### src/etrb_pkg.sv
package etrb_pkg;

    localparam int DEPTH   = 32;
    localparam int CNT_W   = $clog2(DEPTH + 1);
    localparam int ID_W    = 16;
    localparam int TIME_W  = 32;
    localparam int IDX_W   = 5;
    localparam int OCNT_W  = 6;
    localparam int KEY_W   = 16;

    typedef enum logic [1:0] {
        OP_RECORD = 2'd0,
        OP_READ   = 2'd1,
        OP_FIND   = 2'd2,
        OP_CLEAR  = 2'd3
    } t_op;

    typedef struct packed {
        logic [ID_W-1:0]   entity;
        logic [ID_W-1:0]   signal;
        logic [ID_W-1:0]   source;
        logic [ID_W-1:0]   mstate;
        logic [TIME_W-1:0] stamp;
    } t_entry;

    typedef struct packed {
        t_op               op;
        logic [ID_W-1:0]   entity_num;
        logic [ID_W-1:0]   signal_num;
        logic [ID_W-1:0]   source_id;
        logic [ID_W-1:0]   machine_state;
        logic [TIME_W-1:0] time_stamp;
        logic [IDX_W-1:0]  read_index;
    } t_in_beat;

    typedef struct packed {
        logic              hit;
        logic [ID_W-1:0]   out_entity;
        logic [ID_W-1:0]   out_signal;
        logic [ID_W-1:0]   out_source;
        logic [ID_W-1:0]   out_machine_state;
        logic [TIME_W-1:0] out_time;
        logic [OCNT_W-1:0] entry_count;
    } t_out_beat;

    // lookup token walking down the cell chain
    typedef struct packed {
        logic             valid;
        logic             is_find;
        logic             hit;
        logic [CNT_W-1:0] left;   // valid cells from this one to the oldest
        logic [KEY_W-1:0] key;    // entity for find, position+1 for read
        t_entry           data;
    } t_query;

    // reported count is the fill count masked to the output width
    function automatic logic [OCNT_W-1:0] out_count(input logic [CNT_W-1:0] cnt);
        logic [CNT_W+OCNT_W-1:0] wide;
        wide = (CNT_W + OCNT_W)'(cnt);
        return wide[OCNT_W-1:0];
    endfunction

endpackage

### src/etrb_cell.sv
module etrb_cell
    import etrb_pkg::*;
(
    input  logic   i_clk,
    input  logic   i_rst_n,
    input  logic   i_shift,
    input  t_entry i_entry,
    output t_entry o_entry,
    input  t_query i_q,
    output t_query o_q
);

    t_entry r_entry;
    t_query r_q;
    t_query n_q;
    logic   w_live;
    logic   w_match;

    // entries move one cell older on each record
    always_ff @(posedge i_clk) begin
        if (i_shift) begin
            r_entry <= i_entry;
        end
    end

    always_comb begin
        w_live  = i_q.left != '0;
        w_match = i_q.valid && !i_q.hit && w_live &&
                  (i_q.is_find ? (r_entry.entity == i_q.key)
                               : (KEY_W'(i_q.left) == i_q.key));
        n_q = i_q;
        if (w_live) begin
            n_q.left = i_q.left - CNT_W'(1);
        end
        if (w_match) begin
            n_q.hit  = 1'b1;
            n_q.data = r_entry;
        end
    end

    always_ff @(posedge i_clk) begin
        if (!i_rst_n) begin
            r_q.valid <= 1'b0;
        end else begin
            r_q <= n_q;
        end
    end

    assign o_entry = r_entry;
    assign o_q     = r_q;

endmodule

### config.mk
export PLATFORM = sky130hd
export DESIGN_NAME = etrb_cell
export DESIGN_NICKNAME = d
export VERILOG_FILES = /design/src/etrb_pkg.sv /design/src/etrb_cell.sv
export SDC_FILE = /design/constraint.sdc
export NUM_CORES = 1
export LEC_CHECK = 0
export BUFFER_PORTS_ARGS = -buffer_cell sky130_fd_sc_hd__buf_2
export CORE_AREA = 2 2 172 174
export CTS_BUF_LIST = sky130_fd_sc_hd__clkbuf_4
export DETAILED_ROUTE_END_ITERATION = 7
export DIE_AREA = 0 0 174 176
export PLACE_DENSITY_LB_ADDON = 0.2
export SLEW_MARGIN = 5
export SYNTH_ARGS = -nofsm -noshare
export SYNTH_HDL_FRONTEND = slang
export SYNTH_SLANG_ARGS = --single-unit
### constraint.sdc
create_clock -name i_clk -period 3 [get_ports i_clk]
set_clock_uncertainty 0.15 [all_clocks]
set_input_delay 0.15 -clock i_clk [delete_from_list [all_inputs] [get_ports i_clk]]
set_output_delay 0.15 -clock i_clk [all_outputs]
set_load 0.05 [all_outputs]
==> results of run 1 <==
## cell families after synthesis
group	Yosys count	share of synthesized area (%)
xor gates and xnor gates	13	1.40
buffers and inverters	22	1.38
muxes	102	14.0
AOI/OAI and AO/OA	12	1.01
DFF	217	80.0
and+or+nand+nor	28	1.91
adders and majority gates	2	0.307
## through the flow
stage / util (%) / instance area [um^2] / worst slack, ns / hold slack (ns) / instances
global placement: 38.0 / 10800 / 0.270 / 0.177 / 1213
floorplan: - / 8140 / 0.303 / 0.0989 / 396
detailed placement: 38.0 / 10800 / 0.246 / 0.178 / 1213
==> impl_metrics.json, run 1 <==
{
  "status": "aborted with a tool error",
  "lastStage": "clock tree synthesis (4_1_cts)",
  "error": "[ERROR RSZ-0060] Max buffer count reached.",
  "ys.flop_type": "edfxtp_1",
  "netlist_area_um2": 8140,
  "netlist.area_leader.share_pct": 79.7,
  "ys_top_cells_by_area": "edfxtp_1 (80%), mux2_2 (9.4%), mux2_1 (4.0%)",
  "synth_common_cells": "edfxtp_1 (216), mux2_2 (68), mux2_1 (29), inv_1 (10), nor2_1 (8)",
  "synth_cell_type_count": 34,
  "initial_core_util_pct": 28.5,
  "clock_sinks": 217,
  "fp.dieW_um": 174,
  "synth_edf_count": 216,
  "h-tree-depth": 2,
  "cts.repair_timing.setup_buffer_count": 0,
  "hold_buffers": 266,
  "yosysSeqAreaShare_pct": 80.0,
  "cts_buffers": 60,
  "async_reset_ff_share_pct": 0,
  "cts_max_path_buffers": 3,
  "synth_top_cell_by_area": "edfxtp_1",
  "io_pins": 437,
  "synth.most_common_cell": "edfxtp_1",
  "cts_root_buf": "clkbuf_4",
  "synth_seq_cells": 217,
  "yosysWarnings": 0,
  "dp_hpwl_mm": 17.1,
  "portBuffers": 436,
  "num_rows": 62,
  "synthCells": 396,
  "cts_resized": 0,
  "synthesis.nets": 618,
  "synth_area_per_cell_um2": 20.6,
  "gp_routability_congestion": 0.763,
  "die-height_um": 176
}
==> run 2: changes to the inputs <==
Settings changed: CORE_AREA 2 2 172 174 to 2 2 169 171, CTS_BUF_LIST sky130_fd_sc_hd__clkbuf_4 to not set, DIE_AREA 0 0 174 176 to 0 0 171 173, PLACE_DENSITY_LB_ADDON 0.2 to 0.15.
==> run 2 against run 1 <==
- the run now ends clean
- synthesized cell count stayed put
- synthesized area unchanged
==> impl_metrics.json, run 2 <==
{
  "status": "completed",
  "synthCells": 396,
  "cp_max_fo": 55,
  "ant_nets": 0,
  "critical_path_required_ns": 3.13,
  "synth_seq_cells": 217,
  "p_per_area_nw_per_um2": 619,
  "netlist.area_leader.share_pct": 79.7,
  "firstDrtPassIters": 4,
  "cts_root_buf": "clkbuf_16",
  "syn_to_final_growth_pct": 71.0,
  "io_pins": 437,
  "drive_above_1_share_pct": 50.4,
  "fmax_mhz": 363,
  "grt-ovfl-total": 0,
  "cts_resized": 0,
  "wirelength_mm": 26.1,
  "num_rows": 61,
  "core_um2": 27600,
  "relSlewSlack_pct": 67.7,
  "ys.flop_type": "edfxtp_1",
  "grt_pass1_vias": 6756,
  "synth_common_cells": "edfxtp_1 (216), mux2_2 (68), mux2_1 (29), inv_1 (10), nor2_1 (8)",
  "end_kind": "flop",
  "criticalPathCategory": "in2reg",
  "rsz0062_at_grt": "no",
  "h-tree-depth": 1,
  "irDropWorstVdd_mv": 0.442,
  "synth_top_cell_by_area": "edfxtp_1",
  "final_common_cell": "buf_2",
  "cts_buffers": 26,
  "synth.most_common_cell": "edfxtp_1",
  "finalSetupTns_ns": 0,
  "post-route-util_pct": 50.4,
  "critPathLaunchType": "input port",
  "die-height_um": 173,
  "post-route-drc-count": 0,
  "ys_top_cells_by_area": "edfxtp_1 (80%), mux2_2 (9.4%), mux2_1 (4.0%)",
  "dp_hpwl_mm": 18.0,
  "initial_core_util_pct": 29.5,
  "final_max_slew_viol_count": 0,
  "grt_usage_pct": 16.7,
  "dieArea_um2": 29600,
  "cts_tree": "built",
  "largest_register_ff_count": 121,
  "worst_slew_pin_slew_ns": 0.484,
  "layout_common_cells": "buf_2 (434), dlygate4sd3_1 (221), edfxtp_1 (216)",
  "grt_pass1_wl_mm": 38.1,
  "antenna_found_initial": 1,
  "hold_violations": 0,
  "num_vias": 6234,
  "viasPerCell": 4.23,
  "grt_max_degree": 60,
  "fp.dieW_um": 171,
  "yosysSeqAreaShare_pct": 80.0,
  "cts_max_path_buffers": 3,
  "min_path_type": "in2reg",
  "synth_edf_count": 216,
  "setup_viol": 0,
  "synth_cell_type_count": 34,
  "post-route-min-period_ns": 2.76,
  "leakagePower_nw": 5.80,
  "netlist_area_um2": 8140,
  "portBuffers": 436,
  "avgRoutedWirePerCell_um": 17.7,
  "synth_area_per_cell_um2": 20.6,
  "gp_routability_congestion": 0.805,
  "synthesis.nets": 618,
  "async_reset_ff_share_pct": 0,
  "clk_latency_ns": 0.53,
  "maxCapViolations": 0,
  "clock_sinks": 217,
  "initialDrtViolationCount": 347,
  "path_clk_slew_ns": 0.06,
  "period_share_pct": 91.9,
  "nets": 1298,
  "yosysWarnings": 0,
  "worst-endpoint-arrival_ns": 2.89
}
[run 2: metal layers]
metal / track usage (%) / part of all wire, % / vias to the layer above
met1: 17.8 / 36 / 2942
met5: 0 / 0 / -
met2: 30.7 / 51 / 319
met4: 5.86 / 3.5 / 0
met3: 5.56 / 9.6 / 48
li1: - / - / 2925
[run 2: layout make-up]
class / count / area [um^2]
Tap cell: 378 / 473
Inverter: 10 / 37.5
Clock inverter: 15 / 180
Timing Repair Buffer: 664 / 4500
Multi-Input combinational cell: 157 / 1520
Clock buffer: 32 / 694
Antenna cell: 1 / 2.50
Sequential cell: 217 / 6510
Fill cell: 2413 / 13700
[run 2: worst paths after layout]
| path | end | from | slack (ns) | depth (start not counted) |
|---|---|---|---|---|
| setup / recovery | o_q[60] | i_q[112] | 0.24 | 10 |
| hold / removal | o_entry[14] | i_entry[14] | 0.17 | 2 |
| setup reg to reg | o_q[60] | o_entry[84] | 0.32 | 6 |
| hold reg to reg | o_q[76] | o_entry[76] | 0.41 | 1 |
[run 2: timing repair]
item,4_1_cts,5_1_grt
hold buffers,221,0
setup buffers,0,0
hold endpoints to repair,275,0
[run 2: power breakdown]
group          switching (W)  internal (W)  total (W)
Combinational        0.00115      0.000519    0.00167
Sequential         0.0000947       0.00361    0.00370
Clock                0.00125       0.00198    0.00323
[run 2: cell families (layout without fill, tap and decap cells)]
logic type | Yosys count | count (layout) | synth area share [%]
flip-flops | 217 | 217 | 80.0
multiplexers | 102 | 102 | 14.0
AND/OR/NAND/NOR | 28 | 28 | 1.91
buffers and inverters | 22 | 721 | 1.38
XOR/XNOR | 13 | 13 | 1.40
AO/OA/AOI/OAI | 12 | 12 | 1.01
adder cells (fa/ha/maj) | 2 | 2 | 0.307
other | 0 | 1 | 0
[run 2: worst max-delay path, stage by stage]
cell and delay (ns):
dlygate4sd3_1 0.52, buf_2 0.15, inv_1 0.08, ha_1 0.21, and3_1 0.23, nor3_1 0.21
nand4_1 0.16, nor4_4 0.39, buf_12 0.33, mux2_2 0.39
[run 2: stage by stage]
| step | worst slack, ns | power (W) | hold slack, ns | instances | instance area [um^2] |
|---|---|---|---|---|---|
| after floorplan | 0.303 | 0.00470 | 0.0989 | 396 | 8140 |
| after global placement | 0.245 | 0.00521 | 0.176 | 1205 | 10800 |
| after detailed placement | 0.241 | 0.00521 | 0.178 | 1205 | 10800 |
| after CTS | 0.271 | 0.00873 | 0.141 | 1473 | 13900 |
| after global routing | 0.0829 | 0.00893 | 0.147 | 1474 | 13900 |
| final | 0.242 | 0.00861 | 0.174 | 1474 | 13900 |
(Power assumes the default switching activity.)
==> run 3: changes to the inputs <==
Settings changed: PLACE_DENSITY_LB_ADDON 0.15 to not set, RECOVER_POWER set to 25.
==> run 3 against run 2 <==
- sequential cell count is the same
- highest routed layer unchanged
- combinational power is essentially flat
- total power fell by 5.2%
- the run now ends with max-capacitance violations, max-slew violations left
- sequential power barely moved
- sequential share of layout area grew 0.50 points
- critical path depth increased by 1
- die area did not move
- non-clock buffer count grew 2
==> impl_metrics.json, run 3 (synthesis gave the netlist of run 2 again) <==
{
  "status": "complete, but fails checks",
  "violations": "max-capacitance violations, max-slew violations",
  "die-height_um": 173,
  "clk_latency_ns": 0.51,
  "io_pins": 437,
  "period_share_pct": 92.9,
  "criticalPathCategory": "in2reg",
  "grt_pass1_vias": 6982,
  "path_cells": "dlygate4sd3_1 -> buf_2 -> inv_1 -> ha_1 -> and3_1 -> nor3_1 -> nand4_1 -> nor4_4 -> buf_12 -> buf_12 -> mux2_2",
  "reg2reg_depth": 7,
  "initialDrtViolationCount": 452,
  "finalSetupTns_ns": 0,
  "cts_resized": 0,
  "wirelength_mm": 26.0,
  "slowest_stage": "dlygate4sd3_1",
  "layout_common_cells": "buf_2 (434), dlygate4sd3_1 (219), edfxtp_1 (216)",
  "cpMostUsedCell": "buf_12",
  "grt-ovfl-total": 0,
  "worst_slew_pin_slew_ns": 1.81,
  "min_from": "i_shift",
  "rr_startpoint": "o_entry[84]",
  "leakagePower_nw": 5.74,
  "cts_buffers": 25,
  "ant_nets": 0,
  "end_kind": "flop",
  "portBuffers": 436,
  "path_clk_slew_ns": 0.06,
  "gp_routability_congestion": 0.821,
  "syn_to_final_growth_pct": 69.2,
  "final_common_cell": "buf_2",
  "num_antenna_cells": 0,
  "critPathMaxStageDelay_ns": 0.53,
  "final_max_slew_viol_count": 70,
  "r2r_slack_ns": 0.35,
  "relSlewSlack_pct": -20.4,
  "irDropWorstVdd_mv": 0.411,
  "num_vias": 6411,
  "post-route-min-period_ns": 2.79,
  "worst-endpoint-arrival_ns": 2.90,
  "grt_pass1_wl_mm": 38.7,
  "hold_path_end": "o_entry[56]",
  "timing.rr.end": "o_q[47]",
  "drive_above_1_share_pct": 50.0,
  "final_cell_area_um2": 13800,
  "critical_path_required_ns": 3.11,
  "min_path_type": "in2reg",
  "firstDrtPassIters": 5,
  "dp_hpwl_mm": 16.9,
  "avgRoutedWirePerCell_um": 17.7,
  "h-tree-depth": 1,
  "antenna_found_initial": 0,
  "min_path_cells": 1,
  "critPathBufInv": 5,
  "cts_max_path_buffers": 3,
  "crit_family": "buffers and inverters",
  "nets": 1299,
  "grt_usage_pct": 16.8,
  "clock_sinks": 217,
  "fp.dieW_um": 171,
  "core_um2": 27600,
  "viasPerCell": 4.36,
  "critPathLaunchType": "input port",
  "setup_viol": 0,
  "largest_register_ff_count": 121,
  "maxCapViolations": 1,
  "rsz0062_at_grt": "no",
  "cts_tree": "built",
  "cts_root_buf": "clkbuf_16",
  "cts.repair_timing.setup_buffer_count": 0,
  "p_per_area_nw_per_um2": 593,
  "initial_core_util_pct": 29.5,
  "placed_area_um2": 10900,
  "num_rows": 61,
  "cp_max_fo": 32,
  "grt_max_degree": 70,
  "dieArea_um2": 29600,
  "post-route-drc-count": 0,
  "hold_violations": 0,
  "fmax_mhz": 359
}
[run 3: cell types whose count changed in the layout (fill, tap and decap cells not counted)]
cell / change
clkbuf_1: +5
clkinv_1: +1
clkbuf_16: -2
dlygate4sd3_1: -2
inv_6: -1
diode_2: -1
clkbuf_2: +2
buf_4: +1
bufinv_16: -3
clkinvlp_4: -2
[run 3: final cells by class]
class,count,area (um^2)
fill,2338,13900
sequential,217,6510
timing repair buffer,666,4500
multi-input combinational,157,1520
clock buffer,34,659
tap,378,473
clock inverter,10,70.1
inverter,10,37.5
[run 3: report_power, final]
group,internal [W],switching (W)
Clock,0.00161,0.00117
Sequential,0.00361,0.000104
Combinational,0.000513,0.00115
Total,0.00574,0.00242
[run 3: metal layers]
layer / up-vias / wire length, um / GRT usage [%]
met1: 3090 / 9650 / 18.8
met4: 0 / 1000 / 6.36
li1: 2921 / - / -
met5: - / 0 / 0
met3: 60 / 2080 / 4.39
met2: 340 / 13300 / 30.4
[run 3: through the flow]
stage	util [%]	power [W]	setup slack (ns)	hold slack (ns)	instances
2_1_floorplan	-	0.00470	0.303	0.0989	396
3_3_place_gp	39.4	0.00519	0.307	0.176	1209
3_5_place_dp	39.4	0.00520	0.237	0.178	1209
4_1_cts	50.0	0.00823	0.232	0.0138	1472
5_1_grt	49.8	0.00845	0.0647	0.0393	1472
6_report	49.8	0.00816	0.212	0.0359	1472
[run 3: how the worst max path moves through the flow]
stage	startpoint	to	slack (ns)	cells after the start
2_1_floorplan	o_entry[84]	o_q[92]	0.30	7
3_3_place_gp	i_q[112]	o_q[65]	0.31	10
3_5_place_dp	i_q[112]	o_q[41]	0.24	10
4_1_cts	i_q[112]	o_q[44]	0.23	11
5_1_grt	i_q[113]	o_q[30]	0.06	11
6_report	i_q[112]	o_q[47]	0.21	11
[run 3: what timing repair did]
item	in CTS	in global routing
hold buffers	219	0
hold endpoints to repair	217	0
endpoints found under the setup margin	0	0
==> run 4: changes to the inputs <==
Settings changed: CTS_BUF_LIST set to sky130_fd_sc_hd__clkbuf_16.
==> run 4 against run 3 <==
- the flow still finishes with violations (max-capacitance violations, max-slew violations)
- final cell count unchanged
- routed wire length about the same
- count of clock-buffer cells in the layout decreased by 9
- sequential cell count unchanged
- combinational power about the same
- register-to-register slack about the same
- critical path depth unchanged
- critical path type unchanged
- largest cell class unchanged
==> impl_metrics.json, run 4 (synthesis gave the netlist of run 2 again) <==
{
  "status": "complete, but fails checks",
  "violations": "max-capacitance violations, max-slew violations",
  "crit_family": "buffers and inverters",
  "p_per_area_nw_per_um2": 590,
  "final_common_cell": "buf_2",
  "use_met1_pct": 18.8,
  "leakagePower_nw": 5.78,
  "clock_sinks": 217,
  "worst-endpoint-arrival_ns": 2.88,
  "path_clk_slew_ns": 0.06,
  "initial_core_util_pct": 29.5,
  "num_antenna_cells": 0,
  "num_rows": 61,
  "cts_tree": "built",
  "core_um2": 27600,
  "num_vias": 6426,
  "irDropWorstVdd_mv": 0.415,
  "critPathLaunchType": "input port",
  "cts_buffers": 25,
  "criticalPathCategory": "in2reg",
  "portBuffers": 436,
  "critPathMaxStageDelay_ns": 0.53,
  "grt-ovfl-total": 0,
  "dp_hpwl_mm": 16.9,
  "cpMostUsedCell": "buf_12",
  "setup_ws_ns": 0.228,
  "post-route-drc-count": 0,
  "clk_latency_ns": 0.51,
  "drive_above_1_share_pct": 50.0,
  "cp_max_fo": 32,
  "cts_max_path_buffers": 3,
  "hold_violations": 0,
  "firstDrtPassIters": 4,
  "path_cells": "dlygate4sd3_1 -> buf_2 -> inv_1 -> ha_1 -> and3_1 -> nor3_1 -> nand4_1 -> nor4_4 -> buf_12 -> buf_12 -> mux2_2",
  "nets": 1299,
  "fp.dieW_um": 171,
  "finalSetupTns_ns": 0,
  "grt_pass1_vias": 6985,
  "use_met2_pct": 30.4,
  "post-route-min-period_ns": 2.77,
  "use_met3_pct": 4.39,
  "critical_path_required_ns": 3.11,
  "dieArea_um2": 29600,
  "critPathBufInv": 5,
  "setup_viol": 0,
  "rsz0062_at_grt": "no",
  "wirelength_mm": 26.0,
  "h-tree-depth": 1,
  "die-height_um": 173,
  "relSlewSlack_pct": -20.0,
  "grt_max_degree": 70,
  "min_path_type": "in2reg",
  "initialDrtViolationCount": 423,
  "dp_worst_setup_slack_ns": 0.237,
  "cts_root_buf": "clkbuf_16",
  "gr-max-usage-layer": "met2",
  "ant_nets": 0,
  "multi_input_area_um2": 1520,
  "gp_routability_congestion": 0.821,
  "slowest_stage": "dlygate4sd3_1",
  "end_kind": "flop",
  "fmax_mhz": 361,
  "nFillCells": 2338,
  "cts_resized": 0,
  "syn_to_final_growth_pct": 69.2,
  "layout_common_cells": "buf_2 (434), dlygate4sd3_1 (219), edfxtp_1 (216)",
  "final_max_slew_viol_count": 70,
  "seqCellArea_um2": 6510,
  "maxCapViolations": 1,
  "period_share_pct": 92.4,
  "cts.repair_timing.setup_buffer_count": 0,
  "io_pins": 437,
  "grt_pass1_wl_mm": 38.7,
  "avgRoutedWirePerCell_um": 17.7,
  "grt_usage_pct": 16.8,
  "antenna_found_initial": 0,
  "largest_register_ff_count": 121,
  "worst_slew_pin_slew_ns": 1.80,
  "viasPerCell": 4.37
}
## run 4: changes by cell type in the layout (fill, tap and decap cells not counted)
cell	previous run	this run
clkbuf_1	10	1
inv_1	10	19
## run 4: stage by stage
step	total power, W	hold WS, ns	utilization [%]	instances	area (um^2)
2_1_floorplan	0.00470	0.0989	-	396	8140
3_5_place_dp	0.00520	0.178	39.4	1209	10900
3_3_place_gp	0.00519	0.176	39.4	1209	10900
6_report	0.00813	0.0402	49.8	1472	13800
5_1_grt	0.00842	0.0393	49.8	1472	13800
4_1_cts	0.00820	0.0136	50.0	1472	13800
## run 4: power by group
group	total (W)	switching [W]	internal [W]
registers	0.00372	0.000104	0.00361
logic	0.00166	0.00115	0.000513
clock network	0.00275	0.00117	0.00158
## run 4: what timing repair did
action / in CTS / in global routing
endpoints found under the hold margin: 217 / 0
hold buffers: 219 / 0
setup endpoints to repair: 0 / 0
## run 4: cell type report
| class | count | area share (%) |
|---|---|---|
| Clock inverter | 19 | 0.754 |
| Multi-Input combinational cell | 157 | 11.0 |
| Sequential cell | 217 | 47.3 |
| Timing Repair Buffer | 666 | 32.7 |
| Clock buffer | 25 | 4.54 |
| Tap cell | 378 | 3.44 |
| Inverter | 10 | 0.273 |
## run 4: layer usage
layer	share of wire (%)	wire length, um	vias to the layer above
li1	-	-	2922
met1	37	9610	3099
met2	51	13300	344
met3	8.1	2120	61
met4	3.9	1010	0
met5	0	0	-
## run 4: final timing paths
path               startpoint     endpoint  slack, ns  cells past startpoint
setup / recovery     i_q[112]      o_q[33]       0.23                     11
setup reg to reg  o_entry[84]      o_q[33]       0.35                      7
hold / removal        i_shift  o_entry[56]       0.04                      1
hold reg to reg   o_entry[72]      o_q[72]       0.41                      1
